[src/sv/sid_pkg.sv]
// Shared types and constants for the signed integer divider.
`timescale 1ns / 1ps
package sid_pkg;

   // Default operand width.
   localparam int DATA_WIDTH_DEF = 32;

   // Controller states.
   typedef enum logic [1:0] {
      ST_IDLE,
      ST_DIV,
      ST_FIX
   } state_type;

   // Commands from the controller to the datapath.
   typedef struct packed {
      logic load;    // capture operands and take magnitudes
      logic step;    // run one restoring division step
      logic finish;  // apply signs and write the output register
   } cmd_type;

   // Status from the datapath to the controller.
   typedef struct packed {
      logic out_free;  // output register can take a result this cycle
   } stat_type;

endpackage

[src/sv/sid_ctrl.sv]
// Controller state machine of the signed integer divider.
`timescale 1ns / 1ps
module sid_ctrl #(
   parameter int DATA_WIDTH = sid_pkg::DATA_WIDTH_DEF
) (
   input  logic              clock,
   input  logic              reset,
   input  logic              req_tvalid,
   output logic              req_tready,
   input  sid_pkg::stat_type stat,
   output sid_pkg::cmd_type  cmd
);
   import sid_pkg::*;

   localparam int CNT_W = $clog2(DATA_WIDTH);

   state_type        state_ff;
   state_type        state_in;
   logic [CNT_W-1:0] count_ff;
   logic [CNT_W-1:0] count_in;

   // Next state and step count
   always_comb begin
      state_in = state_ff;
      count_in = count_ff;
      unique case (state_ff)
         ST_IDLE: begin
            if (req_tvalid) begin
               state_in = ST_DIV;
               count_in = CNT_W'(DATA_WIDTH - 1);
            end
         end
         ST_DIV: begin
            count_in = count_ff - 1'b1;
            if (count_ff == '0) begin
               state_in = ST_FIX;
            end
         end
         ST_FIX: begin
            if (stat.out_free) begin
               state_in = ST_IDLE;
            end
         end
         default: begin
            state_in = ST_IDLE;
         end
      endcase
   end

   // Outputs per state
   always_comb begin
      req_tready = 1'b0;
      cmd        = '0;
      unique case (state_ff)
         ST_IDLE: begin
            req_tready = 1'b1;
            cmd.load   = req_tvalid;
         end
         ST_DIV: begin
            cmd.step = 1'b1;
         end
         ST_FIX: begin
            cmd.finish = stat.out_free;
         end
         default: begin
            cmd = '0;
         end
      endcase
   end

   // State registers
   always_ff @(posedge clock) begin
      if (reset) begin
         state_ff <= ST_IDLE;
         count_ff <= '0;
      end else begin
         state_ff <= state_in;
         count_ff <= count_in;
      end
   end

endmodule

[src/sv/sid_dpath.sv]
// Datapath of the signed integer divider: restoring shift-subtract and sign fixup.
`timescale 1ns / 1ps
module sid_dpath #(
   parameter int DATA_WIDTH = sid_pkg::DATA_WIDTH_DEF
) (
   input  logic                  clock,
   input  logic                  reset,
   input  sid_pkg::cmd_type      cmd,
   output sid_pkg::stat_type     stat,
   input  logic [DATA_WIDTH-1:0] dividend,
   input  logic [DATA_WIDTH-1:0] divisor,
   input  logic                  rsp_tready,
   output logic                  rsp_tvalid,
   output logic [DATA_WIDTH-1:0] quotient,
   output logic [DATA_WIDTH-1:0] remainder,
   output logic                  divide_by_zero
);
   import sid_pkg::*;

   localparam int DW = DATA_WIDTH;

   // Working registers
   logic [DW-1:0] a_ff, a_in;
   logic [DW-1:0] div_ff, div_in;
   logic [DW-1:0] quo_ff, quo_in;
   logic [DW-1:0] rem_ff, rem_in;
   logic          sa_ff, sa_in;
   logic          sq_ff, sq_in;
   logic          zero_ff, zero_in;

   // Output register
   logic [DW-1:0] q_out_ff, q_out_in;
   logic [DW-1:0] r_out_ff, r_out_in;
   logic          z_out_ff, z_out_in;
   logic          vld_ff, vld_in;

   logic          sa;
   logic          sb;
   logic [DW:0]   shifted;
   logic [DW+1:0] diff;

   assign sa       = dividend[DW-1];
   assign sb       = divisor[DW-1];
   assign shifted  = {rem_ff, quo_ff[DW-1]};
   assign diff     = {1'b0, shifted} - {2'b00, div_ff};
   assign stat.out_free = !vld_ff || rsp_tready;

   // Load magnitudes, then shift one quotient bit per step
   always_comb begin
      a_in    = a_ff;
      div_in  = div_ff;
      quo_in  = quo_ff;
      rem_in  = rem_ff;
      sa_in   = sa_ff;
      sq_in   = sq_ff;
      zero_in = zero_ff;
      if (cmd.load) begin
         a_in    = dividend;
         div_in  = sb ? (~divisor + 1'b1) : divisor;
         quo_in  = sa ? (~dividend + 1'b1) : dividend;
         rem_in  = '0;
         sa_in   = sa;
         sq_in   = sa ^ sb;
         zero_in = (divisor == '0);
      end else if (cmd.step) begin
         if (!diff[DW+1]) begin
            rem_in = diff[DW-1:0];
            quo_in = {quo_ff[DW-2:0], 1'b1};
         end else begin
            rem_in = shifted[DW-1:0];
            quo_in = {quo_ff[DW-2:0], 1'b0};
         end
      end
   end

   // Apply signs into the output register; drop the result once taken
   always_comb begin
      q_out_in = q_out_ff;
      r_out_in = r_out_ff;
      z_out_in = z_out_ff;
      vld_in   = vld_ff && !rsp_tready;
      if (cmd.finish) begin
         vld_in   = 1'b1;
         z_out_in = zero_ff;
         if (zero_ff) begin
            q_out_in = '0;
            r_out_in = a_ff;
         end else begin
            q_out_in = sq_ff ? (~quo_ff + 1'b1) : quo_ff;
            r_out_in = sa_ff ? (~rem_ff + 1'b1) : rem_ff;
         end
      end
   end

   // Payload registers
   always_ff @(posedge clock) begin
      a_ff     <= a_in;
      div_ff   <= div_in;
      quo_ff   <= quo_in;
      rem_ff   <= rem_in;
      sa_ff    <= sa_in;
      sq_ff    <= sq_in;
      zero_ff  <= zero_in;
      q_out_ff <= q_out_in;
      r_out_ff <= r_out_in;
      z_out_ff <= z_out_in;
   end

   // Output valid
   always_ff @(posedge clock) begin
      if (reset) begin
         vld_ff <= 1'b0;
      end else begin
         vld_ff <= vld_in;
      end
   end

   assign rsp_tvalid     = vld_ff;
   assign quotient       = q_out_ff;
   assign remainder      = r_out_ff;
   assign divide_by_zero = z_out_ff;

endmodule

[src/sv/signed_int_divider.sv]
// Top level of the signed integer divider.
//
// Truncating signed division of two DATA_WIDTH-bit two's complement values.
// Input channel req_: tdata carries dividend (low bits) and divisor.
// Result channel rsp_: tdata carries quotient (low bits) and remainder,
// tuser carries the divide-by-zero flag. Remainder takes the dividend's sign.
// A zero divisor gives quotient 0, remainder equal to the dividend, flag set.
// The most negative dividend over minus one wraps the quotient to itself.
// Steps: accept and take magnitudes, then the restoring shift-subtract loop
// (one quotient bit per cycle, until all DATA_WIDTH bits are formed), then
// apply signs into the output register. One item is worked on at a time;
// req_tready is high only while the divider is idle.
// The output register holds a finished item while the next one divides; if
// rsp_tready stays low, the next item waits in the sign stage until the
// output register frees, and req_tready stays low meanwhile.
// Reset (synchronous, active high) returns to idle and drops any item.
`timescale 1ns / 1ps
module signed_int_divider #(
   parameter int DATA_WIDTH = sid_pkg::DATA_WIDTH_DEF
) (
   input  logic                                 clock,
   input  logic                                 reset,
   input  logic                                 req_tvalid,
   output logic                                 req_tready,
   // dividend, divisor, zero fill to whole bytes
   input  logic [((2*DATA_WIDTH+7)/8)*8-1:0]    req_tdata,
   output logic                                 rsp_tvalid,
   input  logic                                 rsp_tready,
   // quotient, remainder, zero fill to whole bytes
   output logic [((2*DATA_WIDTH+7)/8)*8-1:0]    rsp_tdata,
   // divide_by_zero
   output logic                                 rsp_tuser
);
   import sid_pkg::*;

   localparam int DW    = DATA_WIDTH;
   localparam int BUS_W = ((2*DATA_WIDTH+7)/8)*8;

   cmd_type       cmd;
   stat_type      stat;
   logic [DW-1:0] quotient;
   logic [DW-1:0] remainder;

   sid_ctrl #(
      .DATA_WIDTH(DATA_WIDTH)
   ) u_ctrl (
      .clock      (clock),
      .reset      (reset),
      .req_tvalid (req_tvalid),
      .req_tready (req_tready),
      .stat       (stat),
      .cmd        (cmd)
   );

   sid_dpath #(
      .DATA_WIDTH(DATA_WIDTH)
   ) u_dpath (
      .clock          (clock),
      .reset          (reset),
      .cmd            (cmd),
      .stat           (stat),
      .dividend       (req_tdata[DW-1:0]),
      .divisor        (req_tdata[2*DW-1:DW]),
      .rsp_tready     (rsp_tready),
      .rsp_tvalid     (rsp_tvalid),
      .quotient       (quotient),
      .remainder      (remainder),
      .divide_by_zero (rsp_tuser)
   );

   // Pack the result item
   assign rsp_tdata = BUS_W'({remainder, quotient});

`ifndef SYNTHESIS
   // An accepted item keeps the divider busy on the next cycle
   a_busy_after_accept: assert property (@(posedge clock) disable iff (reset)
      req_tvalid && req_tready |=> !req_tready)
      else $error("divider accepted two items back to back");

   // A divide-by-zero result carries a zero quotient
   a_zero_quotient: assert property (@(posedge clock) disable iff (reset)
      rsp_tvalid && rsp_tuser |-> rsp_tdata[DW-1:0] == '0)
      else $error("nonzero quotient on divide by zero");

   // A new result appears only after the divider was busy
   a_result_follows_work: assert property (@(posedge clock) disable iff (reset)
      $rose(rsp_tvalid) |-> $past(!req_tready))
      else $error("result appeared without a division in flight");
`endif

endmodule

[config.mk]
export PLATFORM = sky130hd
export DESIGN_NAME = signed_int_divider
export DESIGN_NICKNAME = d
export VERILOG_FILES = /design/src/sv/sid_pkg.sv /design/src/sv/sid_ctrl.sv /design/src/sv/sid_dpath.sv /design/src/sv/signed_int_divider.sv
export SDC_FILE = /design/constraint.sdc
export NUM_CORES = 1
export LEC_CHECK = 0
export BUFFER_PORTS_ARGS = -buffer_cell sky130_fd_sc_hd__buf_2
export CAP_MARGIN = 10
export CORE_UTILIZATION = 32
export CTS_BUF_LIST = sky130_fd_sc_hd__clkbuf_8
export DETAILED_ROUTE_END_ITERATION = 8
export PLACE_DENSITY = 0.57
export RECOVER_POWER = 100
export SYNTH_ARGS = -nofsm -noshare
export SYNTH_HDL_FRONTEND = slang
export SYNTH_SLANG_ARGS = --single-unit
[constraint.sdc]
create_clock -name clock -period 5.45 [get_ports clock]
set_input_delay 0.2725 -clock clock [delete_from_list [all_inputs] [get_ports clock]]
set_output_delay 0.2725 -clock clock [all_outputs]
set_load 0.1 [all_outputs]
# --- Word level (Yosys, flattened, before mapping) ---
# Index checks and enable logic that the tools add are counted.
word_totals:
  register_bits: 204
  in_bits: 68
  wordCells: 61
op_classes:
  n_addsub: 6
  n_eq_ne: 5
  mux: 20
  bitwise: 5
  n_reduce_logical: 11
ops:
  columns: ["cell", "n"]
  rows:
  - ["32-bit 2-to-1 mux", 7]
  - ["32-bit by 1-bit adder with 32-bit output (second input constant)", 4]
  - ["32-bit NOT", 4]
  - ["33-bit by 32-bit subtractor with 34-bit output", 1]
  - ["32-bit zero test", 1]
  - ["31-bit 2-to-1 mux", 1]
  - ["5-bit one-hot mux with 2 select lines", 1]
  - ["1-bit 2-to-1 mux", 6]
  - ["2-bit 2-to-1 mux", 3]
  - ["2-bit one-hot mux with 3 select lines", 1]
  - ["5-bit zero test", 1]
  - ["5-bit 2-to-1 mux", 1]
  - ["5-bit by 1-bit subtractor with 5-bit output (second input constant)", 1]
  - ["2-bit by 1-bit inequality test with 1-bit output (second input constant)", 2]
  - ["2-bit nonzero test", 2]
  - ["3-bit AND reduction", 1]
  - ["2-bit by 1-bit equality test with 1-bit output (second input constant)", 1]
  - ["2-bit equality test (second input constant)", 1]
  - ["1-bit zero test", 2]
  - ["2-bit zero test", 1]
  - ["2-bit inequality test (second input constant)", 1]
  - ["2-bit AND reduction", 1]
  - ["1-bit logical AND", 1]
  - ["1-bit logical OR", 1]
  - ["1-bit bitwise XOR", 1]

# --- Depth between registers and ports, before layout ---
depth:
  ltp_word: 4
  ltp_mapped: 12
  mapped_depth_nobuf: 11

# --- Cells and area by module ---
# From an unflattened synthesis, not the netlist that was laid out.
hier_totals:
  hier_cells: 1195
  hier_area_um2: 11850.1
modules_own_cells:
  columns: ["module", "n_inst", "cells_per_inst", "area_per_inst_um2", "seq_area_each_um2"]
  rows:
  - ["sid_dpath", 1, 1156, 11478.5, 5555.3]
  - ["sid_ctrl", 1, 39, 371.6, 140.1]

# --- Worst setup path before layout ---
# No wires, ideal clock.
synth_timing:
  path_kind: "register -> register"
  from: "register u_ctrl.state_ff[0]"
  to: "register u_dpath.quo_ff[0], enable pin"
  t_arrival_ns: 3.942
  required_ns: 5.063
  slack_ns: 1.120
  stages_incl_launch_ff: 7
  n_path_buf: 1
  path_cell_list: "dfxtp_1 -> nor2_1 -> nand2_1 -> clkbuf_1 -> clkinv_1 -> nor2_1 -> inv_1"
synth_rtl:
  columns: ["item", "line_no", "source"]
  rows:
  - ["start, declared", "sid_ctrl.sv:17", "state_type state_ff;"]
  - ["start signal, assigned", "sid_ctrl.sv:77", "state_ff <= state_in;"]
  - ["end signal, assigned", "sid_dpath.sv:99", "quo_ff <= quo_in;"]
  - ["end, declared", "sid_dpath.sv:25", "logic [DW-1:0] quo_ff, quo_in;"]

# --- Final worst setup path ---
layout_timing:
  from: "register u_dpath.rem_ff[5]"
  to: "register u_dpath.rem_ff[13]"
layout_via:
  elab_chain_len: 2
layout_rtl:
  columns: ["item", "line_no", "source"]
  rows:
  - ["start, declared", "sid_dpath.sv:26", "logic [DW-1:0] rem_ff, rem_in;"]
  - ["start signal, assigned", "sid_dpath.sv:100", "rem_ff <= rem_in;"]
  - ["33-bit by 32-bit subtractor with 34-bit output", "sid_dpath.sv:45", "assign diff = {1'b0, shifted} - {2'b00, div_ff};"]
  - ["32-bit 2-to-1 mux", "sid_dpath.sv:66", "if (!diff[DW+1]) begin"]
# Every way passes these cells.
# A chain may end at the register's enable or synchronous reset.

==> results.tsv <==
stage	metric	value	unit
critical_path	Critical Path Fanout Max	30	
clock_tree	CTS root buffer	clkbuf_8	
clock_tree	CTS Buf Count	38	
clock_tree	CTS tree	yes	
worst_hold_path	Min-Delay Startpoint	req_tvalid	
critical_path	FF-to-FF setup slack	1.35	ns
clock_tree	CTS clk-pin slew, worst paths	0.06	ns
routing	Iteration-0 DRC Markers	540	
critical_path	Critical Path RT	5.85	ns
yosys	number of flops mapped to enable cells by yosys	163	
pwr	Combinational Power Share	20.4	%
routing	via count	9128	
yosys	synth unique cells	63	
yosys	leading area contributor after synthesis	edfxtp_1	
pwr	Max VDD drop	0.000184	V
pwr	pwr/cell area	306	nW/um^2
pwr	Clock power frac	32.6	%
grt	initial antenna violation count	0	
critical_path	critical path class	reg2reg	
placement	DP HPWL	22200	um
grt	grt total ovfl	0	
finish	most frequent cells in the layout	163 x edfxtp_1, 160 x nand2_1, 146 x o21ai_0, 103 x clkbuf_1, 85 x xor2_1	
floorplanning	initial core utilization	32.6	%
pwr	Int Pwr	2.83	mW
yosys	Ys Warns	0	
routing	Pre-antenna DRT Iters	5	
placement	placed insts	1723	
yosys	asr flop ratio synth	0	%
finish	ANT cells	0	
placement	number of port buffers	134	
sta	worst slew pin tran	3.51	ns
flow_run	max_cap viols	2	
clock_tree	clock sinks	203	
critical_path	Worst setup SP type	register	
placement	Final Wtd Congestion	0.853	
yosys	post-synthesis sequential area ratio	49.2	%
routing	DRC violations left	0	
floorplanning	IO Count	135	
sta	Final Hold Vio Count	0	
clock_tree	H-tree depth	2	
routing	Routed Antenna Nets	0	
yosys	#FFs+latches synth	203	
routing	routed length per instance	16.4	um
sta	hold slack	0.0426	ns
grt	GRT Total Usage	16.1	%
sta	unrepaired setup endpoints after global routing	no	
critical_path	worst r2r src	u_dpath.rem_ff[5]	
grt	vias in the first global route	8493	
critical_path	CP Capture Type	register	
yosys	Post-Syn Instances	1173	
sta	Achievable Freq	244	MHz
worst_hold_path	Hold Crit Depth	3	
critical_path	data arrival time of the critical path	4.51	ns
finish	ratio of cells with drive above 1 in the final layout	7.42	%
floorplanning	die area	37000	sq um
critical_path	r2r worst-path depth	9	
clock_tree	clk_lat worst skew	0.55	ns
sta	endpoints failing setup	0	
critical_path	Critical Path Max Stage Delay	0.87	ns
pwr	Reg power frac	47.0	%
grt	largest net degree at the start of global routing	97	
yosys	share of the synthesized area in the top cell type	42.2	%
floorplanning	total core area	35600	sq um
pwr	Pleak	5.06	nW
outcome	violated checks	max-capacitance violations, max-slew violations	
yosys	Syn Nets	1280	
critical_path	Slowest cell on crit path	clkbuf_1	
clock_tree	# Post-CTS Setup Buffers	0	
pwr	switch share	31.4	%
outcome	outcome	complete, but fails checks	
finish	# nets final	1441	
floorplanning	Die W	192	um
critical_path	Reg-to-Reg End	u_dpath.rem_ff[13]	
sta	clock skew	0.0214	ns
yosys	largest cells by area after synthesis	edfxtp_1 42%, dfxtp_1 6.9%, xor2_1 6.4%	
finish	area grow syn2layout	16.7	%
critical_path	ordered list of cells on the worst path	ha_1, a21o_1, or2_2, o21bai_1, o22ai_1, o21ai_4, clkbuf_1, nand2b_1, o21ai_0	
sta	min Tclk post-route	4.10	ns
worst_hold_path	Hold WC Path Type	in2reg	
worst_hold_path	Hold EP	u_ctrl.state_ff[0]	
finish	final std cells w/o fill	1822	
floorplanning	FP Rows	69	
sta	Fin Setup TNS	0	ns
routing	final wirelength	30000	um
floorplanning	Die Span Y	192	um
finish	most common cell after layout, fill and taps aside	edfxtp_1	
pwr	Psw	1.30	mW
grt	first-pass GRT wire length	46200	um
sta	Slew headroom	-134	%
sta	Slew Viols, Final	132	
yosys	Mapped Avg Cell Area	9.88	sq um
sta	crit share post-route	75.3	%
routing	drt via density	5.01	
clock_tree	clock tree buffer depth	3	
yosys	Synth Cell Area	11600	sq um
yosys	prevailing post-synth register cell	edfxtp_1	
==> state kept, by name, indices dropped and copies added, names as in the netlist <==
name	flops
u_dpath.sq_ff	1
u_dpath.quotient	32
u_dpath.rsp_tvalid	1
u_dpath.quo_ff	32
u_dpath.remainder	32
u_ctrl.count_ff	5
u_dpath.a_ff	32
u_ctrl.state_ff	2
u_dpath.zero_ff	1
u_dpath.rem_ff	32
u_dpath.div_ff	32
u_dpath.divide_by_zero	1
==> kinds of logic (layout without fill, tap and decap cells) <==
group | count (synthesis) | count (layout) | synth area share [%]
xor+xnor | 141 | 141 | 10.7
fa+ha+maj | 39 | 39 | 4.28
buf+inv | 102 | 290 | 3.63
compound gates | 306 | 306 | 16.2
flops | 203 | 203 | 49.2
mux | 12 | 12 | 1.04
simple gates | 370 | 370 | 15.0
==> layout make-up <==
cell class	count	area, sq um
Fill cell	3650	22100
Sequential cell	203	5700
Multi-Input combinational cell	868	5470
Timing Repair Buffer	174	915
Tap cell	461	577
Clock buffer	38	523
Inverter	49	184
Clock inverter	29	155
==> what timing repair did <==
item	CTS	global route
endpoints found under the setup margin	0	0
hold buffers	32	0
hold endpoints to repair	35	0
resized for setup	0	0
==> layer usage <==
layer / share of wire (%) / global-route usage, %
met1: 50 / 23.3
met2: 43 / 24.7
met3: 5.1 / 2.51
met4: 1.5 / 4.33
met5: 0 / 0
==> worst max-delay path by stage <==
stage,startpoint,to,slack (ns),cells after the start
3_5_place_dp,u_dpath.rem_ff[5],u_dpath.rem_ff[22],1.92,9
5_1_grt,u_dpath.rem_ff[5],u_dpath.rem_ff[13],0.96,9
4_1_cts,u_dpath.rem_ff[5],u_dpath.rem_ff[31],1.91,9
6_report,u_dpath.rem_ff[5],u_dpath.rem_ff[13],1.35,9
3_3_place_gp,u_dpath.quo_ff[10],u_dpath.quotient[30],1.98,8
2_1_floorplan,u_ctrl.state_ff[0],u_dpath.quo_ff[0],1.12,6
==> critical path: cells and delay by family, from the launching register on <==
family / cells / cell delay (ns)
buf+inv: 1 / 0.87
compound gates: 5 / 1.56
fa+ha+maj: 1 / 0.34
simple gates: 2 / 0.75
flops: 1 / 0.43
==> per-stage QoR <==
step	worst slack (ns)	cell area [sq um]	util, %	power [mW]
floorplan	1.12	11600	-	2.55
global placement	1.98	12700	35.7	2.80
detailed placement	1.92	12700	35.7	2.81
CTS	1.91	13700	38.5	4.20
global route	0.962	13500	38.0	4.36
finish	1.35	13500	38.0	4.13
==> cells in the mapped netlist, types with 5 or more instances <==
cell type / instances
a211oi_1: 6
a21oi_1: 48
a31oi_1: 5
a32oi_1: 15
buf_1: 5
clkbuf_1: 44
dfxtp_1: 40
edfxtp_1: 163
ha_1: 38
inv_1: 48
mux2i_1: 12
nand2_1: 161
nand2b_1: 18
nand3_1: 14
nand4_1: 8
nor2_1: 76
nor2b_1: 5
nor3_1: 19
nor4_1: 15
o21ai_0: 145
o31ai_1: 33
o41ai_1: 16
or2_2: 7
or3_1: 10
or4_1: 17
xnor2_1: 56
xor2_1: 85
==> power by group through the flow <==
| stage | logic (mW) | clock network [mW] | registers [mW] |
|---|---|---|---|
| finish | 0.842 | 1.35 | 1.94 |
| floorplan | 0.542 | 0 | 2.01 |
| global placement | 0.827 | 0 | 1.97 |
| detailed placement | 0.834 | 0 | 1.97 |
| CTS | 0.857 | 1.40 | 1.94 |
| global route | 0.940 | 1.46 | 1.96 |
Power figures use the tool's default switching activity.
